--- config.mk ---
export PLATFORM = sky130hd
export DESIGN_NAME = mctc_ctrl
export DESIGN_NICKNAME = d
export VERILOG_FILES = /design/src/rtl/mctc_pkg.sv /design/src/rtl/mctc_ctrl.sv
export SDC_FILE = /design/constraint.sdc
export NUM_CORES = 1
export LEC_CHECK = 0
export BUFFER_PORTS_ARGS = -buffer_cell sky130_fd_sc_hd__buf_4
export CAP_MARGIN = 25
export CORE_AREA = 2 2 39 41
export DETAILED_ROUTE_END_ITERATION = 7
export DIE_AREA = 0 0 41 43
export GPL_TIMING_DRIVEN = 0
export SLEW_MARGIN = 0
export SYNTH_ARGS = -nofsm -noshare
export SYNTH_HDL_FRONTEND = slang
export SYNTH_SLANG_ARGS = --single-unit
--- constraint.sdc ---
create_clock -name clk -period 1.1 [get_ports clk]
set_input_delay 0.22 -clock clk [delete_from_list [all_inputs] [get_ports clk]]
set_output_delay 0.22 -clock clk [all_outputs]
set_load 0.05 [all_outputs]
--- src/rtl/mctc_pkg.sv ---
// shared constants, codes and handshake structs for the mirrored correlation counter
// used by every module of the block except mctc_ram; depends on nothing
package mctc_pkg;

  localparam int MAX_IMAGE  = 64;
  localparam int MAX_FILTER = 8;

  localparam int IDX_W   = $clog2(MAX_IMAGE);
  localparam int FIDX_W  = $clog2(MAX_FILTER);
  localparam int SIZE_W  = 7;
  localparam int FSIZE_W = 4;
  localparam int VAL_W   = 16;
  localparam int THR_W   = 48;
  localparam int CNT_W   = 13;
  localparam int PROD_W  = 2 * VAL_W;
  localparam int ACC_W   = PROD_W + $clog2(MAX_FILTER * MAX_FILTER) + 1;

  localparam int IMG_DEPTH  = MAX_IMAGE * MAX_IMAGE;
  localparam int IMG_AW     = $clog2(IMG_DEPTH);
  localparam int COEF_DEPTH = MAX_FILTER * MAX_FILTER;
  localparam int COEF_AW    = $clog2(COEF_DEPTH);

  localparam int DATA_W  = 64;
  localparam int PADDR_W = 5;
  localparam int REG_W   = 2;

  localparam logic [1:0] MODE_LOAD_IMG  = 2'd0;
  localparam logic [1:0] MODE_LOAD_COEF = 2'd1;
  localparam logic [1:0] MODE_START     = 2'd2;

  localparam logic [REG_W-1:0] REG_IMAGE_SIZE  = 2'd0;
  localparam logic [REG_W-1:0] REG_FILTER_SIZE = 2'd1;
  localparam logic [REG_W-1:0] REG_THRESHOLD   = 2'd2;

  typedef struct packed {
    logic load_img;
    logic load_coef;
    logic init;
    logic step;
    logic publish;
    logic fail;
  } cmd_t;

  typedef struct packed {
    logic too_big;
    logic last_issue;
    logic busy;
    logic out_busy;
  } stat_t;

endpackage

--- src/rtl/mctc_ctrl.sv ---
// controller: input handshake decode and the run/drain sequence of a start
// depends on mctc_pkg
module mctc_ctrl (
  input  logic                 clk,
  input  logic                 rst,
  input  logic                 in_valid,
  output logic                 in_ready,
  input  logic [1:0]           mode,
  input  mctc_pkg::stat_t      stat,
  output mctc_pkg::cmd_t       cmd
);
  import mctc_pkg::*;

  localparam logic [1:0] ST_IDLE  = 2'd0;
  localparam logic [1:0] ST_RUN   = 2'd1;
  localparam logic [1:0] ST_DRAIN = 2'd2;

  logic [1:0] state, state_next;
  logic       accept;

  // a start needs the output register free; loads go through regardless
  assign in_ready = (state == ST_IDLE) && !(stat.out_busy && mode == MODE_START);
  assign accept   = in_valid && in_ready;

  always_comb begin
    state_next = state;
    cmd        = '0;
    case (state)
      ST_IDLE: begin
        if (accept) begin
          case (mode)
            MODE_LOAD_IMG:  cmd.load_img  = 1'b1;
            MODE_LOAD_COEF: cmd.load_coef = 1'b1;
            MODE_START: begin
              if (stat.too_big) begin
                cmd.fail = 1'b1;
              end else begin
                cmd.init   = 1'b1;
                state_next = ST_RUN;
              end
            end
            default: ;
          endcase
        end
      end
      ST_RUN: begin
        cmd.step = 1'b1;
        if (stat.last_issue) begin
          state_next = ST_DRAIN;
        end
      end
      ST_DRAIN: begin
        if (!stat.busy) begin
          cmd.publish = 1'b1;
          state_next  = ST_IDLE;
        end
      end
      default: state_next = ST_IDLE;
    endcase
  end

  always_ff @(posedge clk) begin
    if (rst) begin
      state <= ST_IDLE;
    end else begin
      state <= state_next;
    end
  end

endmodule

# Word level (Yosys, flattened, before mapping)
# Index checks and enable logic that the tools add are counted.
[totals]
reg_bits = 2
latch_bits = 0
ramBits = 0
mem_bits_ro = 0
memories = 0
[classes]
n_addsub = 0
multipliers = 0
div = 0
order_cmp = 0
n_eq_ne = 9
shifts = 0
n_mux = 19
bitwise = 0
n_reduce_logical = 7
[op_table]
columns = ["op", "n"]
rows = [
  ["1-bit 2-to-1 mux", 11],
  ["2-bit 2-to-1 mux", 5],
  ["2-bit inequality test (second input constant)", 4],
  ["3-bit 2-to-1 mux", 2],
  ["2-bit case mux with 3 select lines", 1],
  ["5-bit AND reduction", 1],
  ["2-bit by 1-bit equality test with 1-bit output (second input constant)", 2],
  ["2-bit equality test (second input constant)", 2],
  ["2-bit logical NOT", 2],
  ["1-bit logical AND", 3],
  ["2-bit by 1-bit inequality test with 1-bit output (second input constant)", 1],
  ["1-bit logical NOT", 1],
]

# Logic depth before layout (Yosys ltp)
[logic_depth]
depth_word = 7
depth_mapped = 3

# Worst setup path before layout
# OpenSTA, ideal clock, no wires.
[synth_timing]
kind = "register -> output"
start = "register state[0]"
end = "output cmd[0] (netlist name)"
t_arrival_ns = 2.255
path_slack_ns = -1.375
path_stages_with_launch = 3
n_path_buf = 0
path_cell_list = "dfxtp_1 -> or3b_4 -> nor4_1"
[synth_lines]
columns = ["item", "line_no", "text"]
rows = [
  ["start, declared", "mctc_ctrl.sv:18", "logic [1:0] state, state_next;"],
  ["start signal, assigned", "mctc_ctrl.sv:66", "state <= state_next;"],
  ["end, declared", "mctc_ctrl.sv:10", "output mctc_pkg::cmd_t cmd"],
]

==> flow_summary.ini <==
[die]
dieWidth_um = 41
rows = 14
io_pins = 16
die-area_um2 = 1760
start_util_pct = 11.4
die-height_um = 43
core_area_um2 = 1380

[critical_path]
worstSetupStartpointType = flip-flop
max_stage_delay_ps = 430
critPathKind = flip-flop to primary output
worstPathRequired_ps = 880
critPathArrivalTime_ps = 1460
path_buf_inv = 1
crit_path_top_delay_cell = or3b_4
cp-end-kind = primary output
cp_top_family = simple AND/OR/NAND/NOR gates
cp_cell_sequence = or3b_4 -> nor4_4 -> buf_6
cp_max_fo = 3

[finish]
reg.largest.list = state x2
multi_input_area_um2 = 179
stdcell_count = 57
drive_above_1_share_pct = 82.9
finalNetCount = 52
fillers = 153
seq_area_um2 = 45.0
antenna_cells = 0
largest-register = state
largest_reg_flops = 2
areaGrowthSynthToFinish_pct = 193

[global_routing]
grt_use_total_pct = 8.32
grt_pass1_vias = 232
grt.overflow.total = 0
grt_max_degree = 6
grt_pass1_wl_um = 903
antenna_found_initial = 0

[sta]
worst_pin_slew_ps = 253
fmax_mhz = 597
min_period_ps = 1680
finalSetupViolations = 9
rsz0062_at_grt = yes
maxSlewHeadroom_pct = 83.0
fin_ws_ps = -575
finalHoldViolCount = 0
fin_skew_ps = 1.67
fin_tns_setup_ps = -3330
post-route-period-util_pct = 152
slew_viol_final = 0

[detailed_routing]
postRouteAntennaNets = 0
drt_pass1_iterations = 2
drc = 0
via_per_inst = 3.98
routed-via-count = 227
totalWireLength_um = 561
drt_iter0_drc = 2
wire_per_inst_um = 9.84

[status]
failed_checks = negative setup slack
status = complete, but fails checks

[pwr]
p_leak_nw = 0.205
vdd_drop_max_mv = 0.259
p_per_area_nw_per_um2 = 757

[synthesis]
yosys_warnings = 0
synthesis.instances = 18
synth_seq_area_share_pct = 25.4
avgSynthCellArea_um2 = 8.76
yosys-top-cells-area = dfxtp_1 (25%), nor4_4 (13%), nor2b_1 (7.9%), or3b_4 (7.1%), nor3_1 (6.3%)
synth_fp_nets = 27
synth_top_area_share_pct = 25.4
yosysTopAreaCell = dfxtp_1
synth-seq-cells = 2
netlist_area_um2 = 158
yosysUniqueCellTypes = 14

[placed_design]
dp.cells = 49
pre_cts_ws_ps = -395
routabilityCongestion = 0.605
dpl.hpwl_um = 416
portBuffers = 15

[clock_tree]
cts.path.max_buffers = 2
cts-buffers-inserted = 3
clkLatencyLatePin_ps = 220
cts.sinks = 2
cts-root-buf = clkbuf_4
h-tree-depth = 1
cts_hold_buf = 0
clk_pin_slew_worst_paths_ps = 30
cts_tree = done

[min_path]
hold_class = input port to flip-flop

[flow_run]
drv_cap = 0
[cells by family (layout without fill, tap and decap cells)]
family	Yosys count	after routing	synth area share, %
buffers and inverters	2	25	4.76
AO/OA/AOI/OAI	3	3	17.5
AND/OR/NAND/NOR	11	11	52.4
flip-flops	2	2	25.4
[Yosys cell counts]
library cell,n
a2bb2oi_1,1
a311oi_1,1
dfxtp_1,2
inv_1,2
nand2_1,1
nand2b_1,1
nor2_1,1
nor2b_1,2
nor3_1,2
nor3b_1,1
nor4_1,1
nor4_4,1
o21ba_1,1
or3b_4,1
[cell type report]
class / instances / area share, %
multi-input cells: 14 / 38.8
inverters: 2 / 1.63
clock buffers: 3 / 4.88
flip-flops and latches: 2 / 9.76
well taps: 16 / 4.34
repair buffers: 20 / 40.7
[worst register-to-register path, delay by kind of cell, from the launching register on]
kind                   cells  cell delay (ps)
flip-flops                 1              330
AO/OA/AOI/OAI              1              100
buffers and inverters      1              150
AND/OR/NAND/NOR            2              700
[power breakdown]
part	internal [W]	switching [W]
Combinational	0.0000529	0.0000632
Sequential	0.0000719	0.000000788
Clock	0.000120	0.0000406
Total	0.000245	0.000105
[worst paths after layout]
path | start | endpoint | slack, ps | cells after the start
max reg2reg | state[0] | state[0] | -240 | 4
min | rst | state[1] | 150 | 2
min reg2reg | state[1] | state[1] | 640 | 3
max | state[0] | cmd[3] | -580 | 3
[metrics by stage]
stage / instance area (µm²) / power, W / util (%) / hold slack, ps
2_1_floorplan: 198 / 0.000127 / - / 292
3_3_place_gp: 330 / 0.000170 / 23.9 / 388
3_5_place_dp: 330 / 0.000171 / 23.9 / 390
4_1_cts: 427 / 0.000354 / 30.8 / 148
5_1_grt: 462 / 0.000375 / 33.4 / 155
6_report: 462 / 0.000350 / 33.4 / 151
[per-layer routing]
metal	vias up	GRT usage, %	wire [µm]
li1	114	-	-
met1	105	7.03	182
met2	8	11.6	314
met3	0	6.28	64
met4	0	8.00	0
met5	-	0	0
[layout by cell type (no fill, tap or decap), types with 2 or more instances in the layout]
master	Yosys	routed
nor3_4	0	2
clkbuf_4	0	3
buf_6	0	8
nor4_4	1	2
buf_4	0	11
inv_1	2	2
[timing repair]
item | in CTS | in global routing
buffers inserted | 3 | 2
pin swaps | 2 | 5
endpoints found under the setup margin | 8 | 9
gates resized for setup | 13 | 4
hold endpoints to repair | 0 | 0
No activity file was read; power rests on OpenSTA's default activity.
