[config.mk]
export PLATFORM = sky130hd
export DESIGN_NAME = mctc_regs
export DESIGN_NICKNAME = d
export VERILOG_FILES = /design/src/rtl/mctc_pkg.sv /design/src/rtl/mctc_regs.sv
export SDC_FILE = /design/constraint.sdc
export NUM_CORES = 1
export LEC_CHECK = 0
export ABC_AREA = 1
export BUFFER_PORTS_ARGS = -buffer_cell sky130_fd_sc_hd__buf_2
export CORE_AREA = 2 2 86 88
export CTS_BUF_LIST = sky130_fd_sc_hd__clkbuf_16
export DETAILED_ROUTE_END_ITERATION = 16
export DIE_AREA = 0 0 88 90
export PLACE_DENSITY = 0.88
export SYNTH_ARGS = -nofsm -noshare
export SYNTH_HDL_FRONTEND = slang
export SYNTH_SLANG_ARGS = --single-unit
[constraint.sdc]
create_clock -name clk -period 2.34 [get_ports clk]
set_clock_uncertainty 0.05 [all_clocks]
set_input_delay 0.117 -clock clk [delete_from_list [all_inputs] [get_ports clk]]
set_output_delay 0.117 -clock clk [all_outputs]
set_load 0.005 [all_outputs]
[src/rtl/mctc_pkg.sv]
// shared constants, codes and handshake structs for the mirrored correlation counter
// used by every module of the block except mctc_ram; depends on nothing
package mctc_pkg;

  localparam int MAX_IMAGE  = 64;
  localparam int MAX_FILTER = 8;

  localparam int IDX_W   = $clog2(MAX_IMAGE);
  localparam int FIDX_W  = $clog2(MAX_FILTER);
  localparam int SIZE_W  = 7;
  localparam int FSIZE_W = 4;
  localparam int VAL_W   = 16;
  localparam int THR_W   = 48;
  localparam int CNT_W   = 13;
  localparam int PROD_W  = 2 * VAL_W;
  localparam int ACC_W   = PROD_W + $clog2(MAX_FILTER * MAX_FILTER) + 1;

  localparam int IMG_DEPTH  = MAX_IMAGE * MAX_IMAGE;
  localparam int IMG_AW     = $clog2(IMG_DEPTH);
  localparam int COEF_DEPTH = MAX_FILTER * MAX_FILTER;
  localparam int COEF_AW    = $clog2(COEF_DEPTH);

  localparam int DATA_W  = 64;
  localparam int PADDR_W = 5;
  localparam int REG_W   = 2;

  localparam logic [1:0] MODE_LOAD_IMG  = 2'd0;
  localparam logic [1:0] MODE_LOAD_COEF = 2'd1;
  localparam logic [1:0] MODE_START     = 2'd2;

  localparam logic [REG_W-1:0] REG_IMAGE_SIZE  = 2'd0;
  localparam logic [REG_W-1:0] REG_FILTER_SIZE = 2'd1;
  localparam logic [REG_W-1:0] REG_THRESHOLD   = 2'd2;

  typedef struct packed {
    logic load_img;
    logic load_coef;
    logic init;
    logic step;
    logic publish;
    logic fail;
  } cmd_t;

  typedef struct packed {
    logic too_big;
    logic last_issue;
    logic busy;
    logic out_busy;
  } stat_t;

endpackage

[src/rtl/mctc_regs.sv]
// configuration registers behind the apb-style port, with size clamping
// depends on mctc_pkg
module mctc_regs (
  input  logic                           clk,
  input  logic                           rst,
  input  logic                           psel,
  input  logic                           penable,
  input  logic                           pwrite,
  input  logic [mctc_pkg::PADDR_W-1:0]   paddr,
  input  logic [mctc_pkg::DATA_W-1:0]    pwdata,
  output logic [mctc_pkg::DATA_W-1:0]    prdata,
  output logic [mctc_pkg::SIZE_W-1:0]    n_size,
  output logic [mctc_pkg::FSIZE_W-1:0]   m_size,
  output logic signed [mctc_pkg::THR_W-1:0] thr
);
  import mctc_pkg::*;

  logic [SIZE_W-1:0]  image_size;
  logic [FSIZE_W-1:0] filter_size;
  logic [THR_W-1:0]   threshold;
  logic [REG_W-1:0]   reg_idx;
  logic               wr;

  assign reg_idx = paddr[PADDR_W-1:3];
  assign wr      = psel && penable && pwrite;

  always_ff @(posedge clk) begin
    if (rst) begin
      image_size  <= SIZE_W'(1);
      filter_size <= FSIZE_W'(1);
      threshold   <= '0;
    end else if (wr) begin
      case (reg_idx)
        REG_IMAGE_SIZE:  image_size  <= pwdata[SIZE_W-1:0];
        REG_FILTER_SIZE: filter_size <= pwdata[FSIZE_W-1:0];
        REG_THRESHOLD:   threshold   <= pwdata[THR_W-1:0];
        default: ;
      endcase
    end
  end

  always_comb begin
    case (reg_idx)
      REG_IMAGE_SIZE:  prdata = DATA_W'(image_size);
      REG_FILTER_SIZE: prdata = DATA_W'(filter_size);
      REG_THRESHOLD:   prdata = DATA_W'(threshold);
      default:         prdata = '0;
    endcase
  end

  // zero counts as one, anything above the store side as the side
  always_comb begin
    if (image_size == '0) begin
      n_size = SIZE_W'(1);
    end else if (image_size > SIZE_W'(MAX_IMAGE)) begin
      n_size = SIZE_W'(MAX_IMAGE);
    end else begin
      n_size = image_size;
    end
    if (filter_size == '0) begin
      m_size = FSIZE_W'(1);
    end else if (filter_size > FSIZE_W'(MAX_FILTER)) begin
      m_size = FSIZE_W'(MAX_FILTER);
    end else begin
      m_size = filter_size;
    end
  end

  assign thr = $signed(threshold);

endmodule

; ---- Yosys cells after proc, flatten, opt, wreduce, memory -nomap -nowiden
; Cells that the tools add are included.
[word_totals]
ff_bits = 59
elab_cells = 20
[op_classes]
order_cmp = 2
eq_ne = 2
muxes = 5
n_reduce_logical = 8
[ops]
columns = operator, n
row1 = $pmux 48 s3, 1
row2 = $mux 7, 2
row3 = $mux 4, 2
row4 = $gt 7x7->1 const B, 1
row5 = $logic_not 7->1, 1
row6 = $reduce_and 2->1, 3
row7 = $gt 4x4->1 const B, 1
row8 = $logic_not 4->1, 1
row9 = $eq 2x1->1 const B, 1
row10 = $eq 2x2->1 const B, 1
row11 = $logic_and 1x1->1, 2
row12 = $logic_not 2->1, 1

; ---- Longest topological paths before layout
[depth]
ltp_word = 3
depth_mapped = 7
ltp_nobuf = 5

; ---- Worst setup path before layout
; OpenSTA, ideal clock, no wires.
[synth_timing]
path_type = input to register
from = input psel
to = register image_size[3]
setup_ps = 113
t_arrival_ps = 821
required_time_ps = 2177
setup_slack_ps = 1356
cell_stages = 7
path_buffers = 2
cell_sequence = nand2_1 nor2_1 buf_2 buf_2 nand3_1 nand2_1 nor2_1
[synth_via]
elab_chain_len = 3
[synth_lines]
columns = item, line
row1 = from (decl), mctc_regs.sv:6  ; input logic psel,
row2 = $logic_and 1x1->1 (2 in series), mctc_regs.sv:25  ; assign wr = psel && penable && pwrite;
row3 = $reduce_and 2->1 (no line), -
row4 = to (signal assigned), mctc_regs.sv:34  ; REG_IMAGE_SIZE: image_size <= pwdata[SIZE_W-1:0];
row5 = to (decl), mctc_regs.sv:18  ; logic [SIZE_W-1:0] image_size;
; No other way between the ends.
; A chain may end at the register's enable or synchronous reset.

; ---- Worst setup path after layout
[layout_timing]
from = input paddr[4] in the netlist's numbering
to = output prdata[5] in the netlist's numbering
[layout_via]
elab_chain_len = 2
[layout_lines]
columns = item, line
row1 = from (decl), mctc_regs.sv:9  ; input logic [mctc_pkg::PADDR_W-1:0] paddr,
row2 = "$eq 2x2->1, or another cell as far along", mctc_regs.sv:43  ; case (reg_idx)
row3 = $pmux 48 s3 (*), mctc_regs.sv:43
row4 = to (decl), mctc_regs.sv:11  ; output logic [mctc_pkg::DATA_W-1:0] prdata,
; Every way passes the cells marked *; elsewhere a longest branch is shown, timed or not.

==> metrics <==
RePlAce Congestion=0.834; area of the multi-input gates=1390 um2; Setup TNS Final=0 ps; DRT antenna net count=0; nets=748; Tcrit/Tclk final=0.649; Starting Density=0.448; Slew HR=0.551; Syn Area/Cell=5.98 um2; final setup fails=0; worst path arrival time=1350 ps; Slew Limit Fails=0; DP HPWL=6240 um; drt pass-1 iters=4; Compound-Gate Fraction of Synth Area=0.0247; cell mode on critical path=buf_2; Hold Crit Class=input pin to flop; clk_lat worst skew=310 ps; die height=90 um; slowest cell delay on critical path=500 ps; register area share after synthesis=0.375; Port Buffer Count=161; ys async rst share=0; mapped cell area=3150 um2; Yosys top cell by area=dfxtp_1; R2R depth=2; Syn Inst Count=526; routed vias/inst=4.50; # hold bufs at CTS=0; Ant. Diodes=0; All-Layer GR Usage=0.210; Sequential Area=1180 um2; fillers=661; achievable frequency=658 MHz; Hold Path Depth=3; adder-cell share of the synthesized area=0; VDD IR max=0.488 mV; final setup margin=821 ps; first-pass GRT wire length=13400 um; CTS sink cnt=59; # IOs=197; most instantiated library cell after synthesis=nor2_1; kind of critical path=input pin to primary output; crit path launch=paddr[4]; vias in the first global route=3054; initial antenna violation count=0; final hold violations=0; DIE WIDTH=88 um; min Tclk post-route=1520 ps; clock-pin slew on the worst setup and hold paths=50 ps; top_reg_cell synth=dfxtp_1; grt ovf=0; cts bufs inserted=9; largest family of logic cells by synthesized area=simple AND/OR/NAND/NOR gates; FF-to-FF End=filter_size[3]; Max H-tree Level=3; slowest cell on the critical path=nor2_4; DR iter-0 viols=111; CP cell instances=buf_2, inv_2, nor2_4, buf_12, nand2_1, o21ai_0, buf_2; Cell variety after synth=19; run status=finished, final reports clean; MaxCap Viol Count=0; measured slew at the worst slew-check pin=671 ps; die area=7920 um2; Simple-Gate Fraction of Synth Area=0.395; share of synthesized area spent on multiplexers=0; routed vias=3503; Lkg Pwr=2.32 nW; pre-CTS WS=794 ps; Core Footprint=7020 um2; CP max FO=29; slack of the worst reg-to-reg path=1580 ps; Remaining DRCs=0; share of cells above drive strength 1=0.277; RSZ-0062 raised after global routing=false; Rows=31; R2R Path Start=filter_size[3]; top cells by count, synth=168 x nor2_1, 98 x inv_1, 75 x nand2_1; largest cells by area after synthesis=dfxtp_1 38%, nor2_1 20%, inv_1 12%; CTS Buffer Depth=2; largest net degree at the start of global routing=42; WL/cell=11.0 um; critical path startpoint category=input pin; Power Dens Cells=603 nW/um2; post-CTS setup buffer count=0; P&R area growth vs syn=35.1%; WL final=8520 um; CTS tree=yes; top-area cell type share of the netlist area=0.375; Synth Register Bits=59; Worst Path Required=2170 ps; Root Driver=clkbuf_16; warnings from Yosys=0; Crit. End Element=primary output; Setup crit end=prdata[5]; Post-synth EDFFs=0; xor and xnor fraction of the mapped netlist area=0; post-CTS sizing=0
[flip-flops by register name, indices dropped and copies added, names as in the netlist]
register and flops:
image_size 7, thr 48, filter_size 4
[final cells by class]
type                    count  share of cell area
multi-input cells         336               0.327
repair buffers            167               0.209
clock buffers               9              0.0530
well taps                  99              0.0292
clock inverters             7              0.0141
inverters                 101              0.0892
flip-flops and latches     59               0.278
[worst min path at each step]
stage / startpoint / endpoint / slack (ps)
floorplan: pwdata[0] / filter_size[0] / 190
global placement: pwdata[0] / filter_size[0] / 330
detailed placement: pwdata[0] / filter_size[0] / 330
CTS: pwdata[0] / image_size[0] / 20
global route: pwdata[0] / image_size[0] / 30
finish: pwdata[0] / filter_size[0] / 20
[layer usage]
| metal | global-route usage | up-vias | part of all wire | wire, um |
|---|---|---|---|---|
| met5 | 0 | - | 0 | 0 |
| met4 | 0.0936 | 0 | 0.020 | 167 |
| met3 | 0.0321 | 15 | 0.059 | 501 |
| met2 | 0.387 | 138 | 0.51 | 4370 |
| met1 | 0.229 | 1545 | 0.41 | 3480 |
| li1 | - | 1805 | - | - |
[layout by cell type, fill, tap and decap left out, drive strengths merged]
| cell | instances |
|---|---|
| o211ai | 4 |
| a21oi | 2 |
| inv | 102 |
| clkinvlp | 1 |
| clkinv | 4 |
| o21ai | 6 |
| dfxtp | 59 |
| conb | 16 |
| nor2 | 170 |
| nand2 | 76 |
| nand3 | 61 |
| a21boi | 1 |
| buf | 167 |
| clkbuf | 9 |
| bufinv | 1 |
[metrics by stage]
step	total power, W	instance area [um2]	hold slack, ps	instances	utilization
final	0.00256	4250	23.0	778	0.605
after global routing	0.00267	4250	26.2	778	0.605
after CTS	0.00259	4250	16.9	778	0.605
after detailed placement	0.00133	3960	330	762	0.565
after global placement	0.00132	3960	329	762	0.565
after floorplan	0.00124	3200	193	541	-
[cells by family (layout without fill, tap and decap cells)]
logic type             after synthesis  after routing
AO/OA/AOI/OAI                       13             13
buffers and inverters              146            284
flip-flops                          59             59
other                                1             16
AND/OR/NAND/NOR                    307            307
[critical path, delay by kind of cell]
family,cells,cell delay [ps]
buffers and inverters,4,580
and+or+nand+nor,2,560
AOI/OAI and AO/OA,1,70
[power by group]
part | switching (W) | leakage (nW) | internal (W)
logic | 0.000158 | 1.70 | 0.000106
registers | 0.0000176 | 0.478 | 0.00103
clock network | 0.000444 | 0.144 | 0.000809
Note: power is estimated with default switching activity, not from simulation.
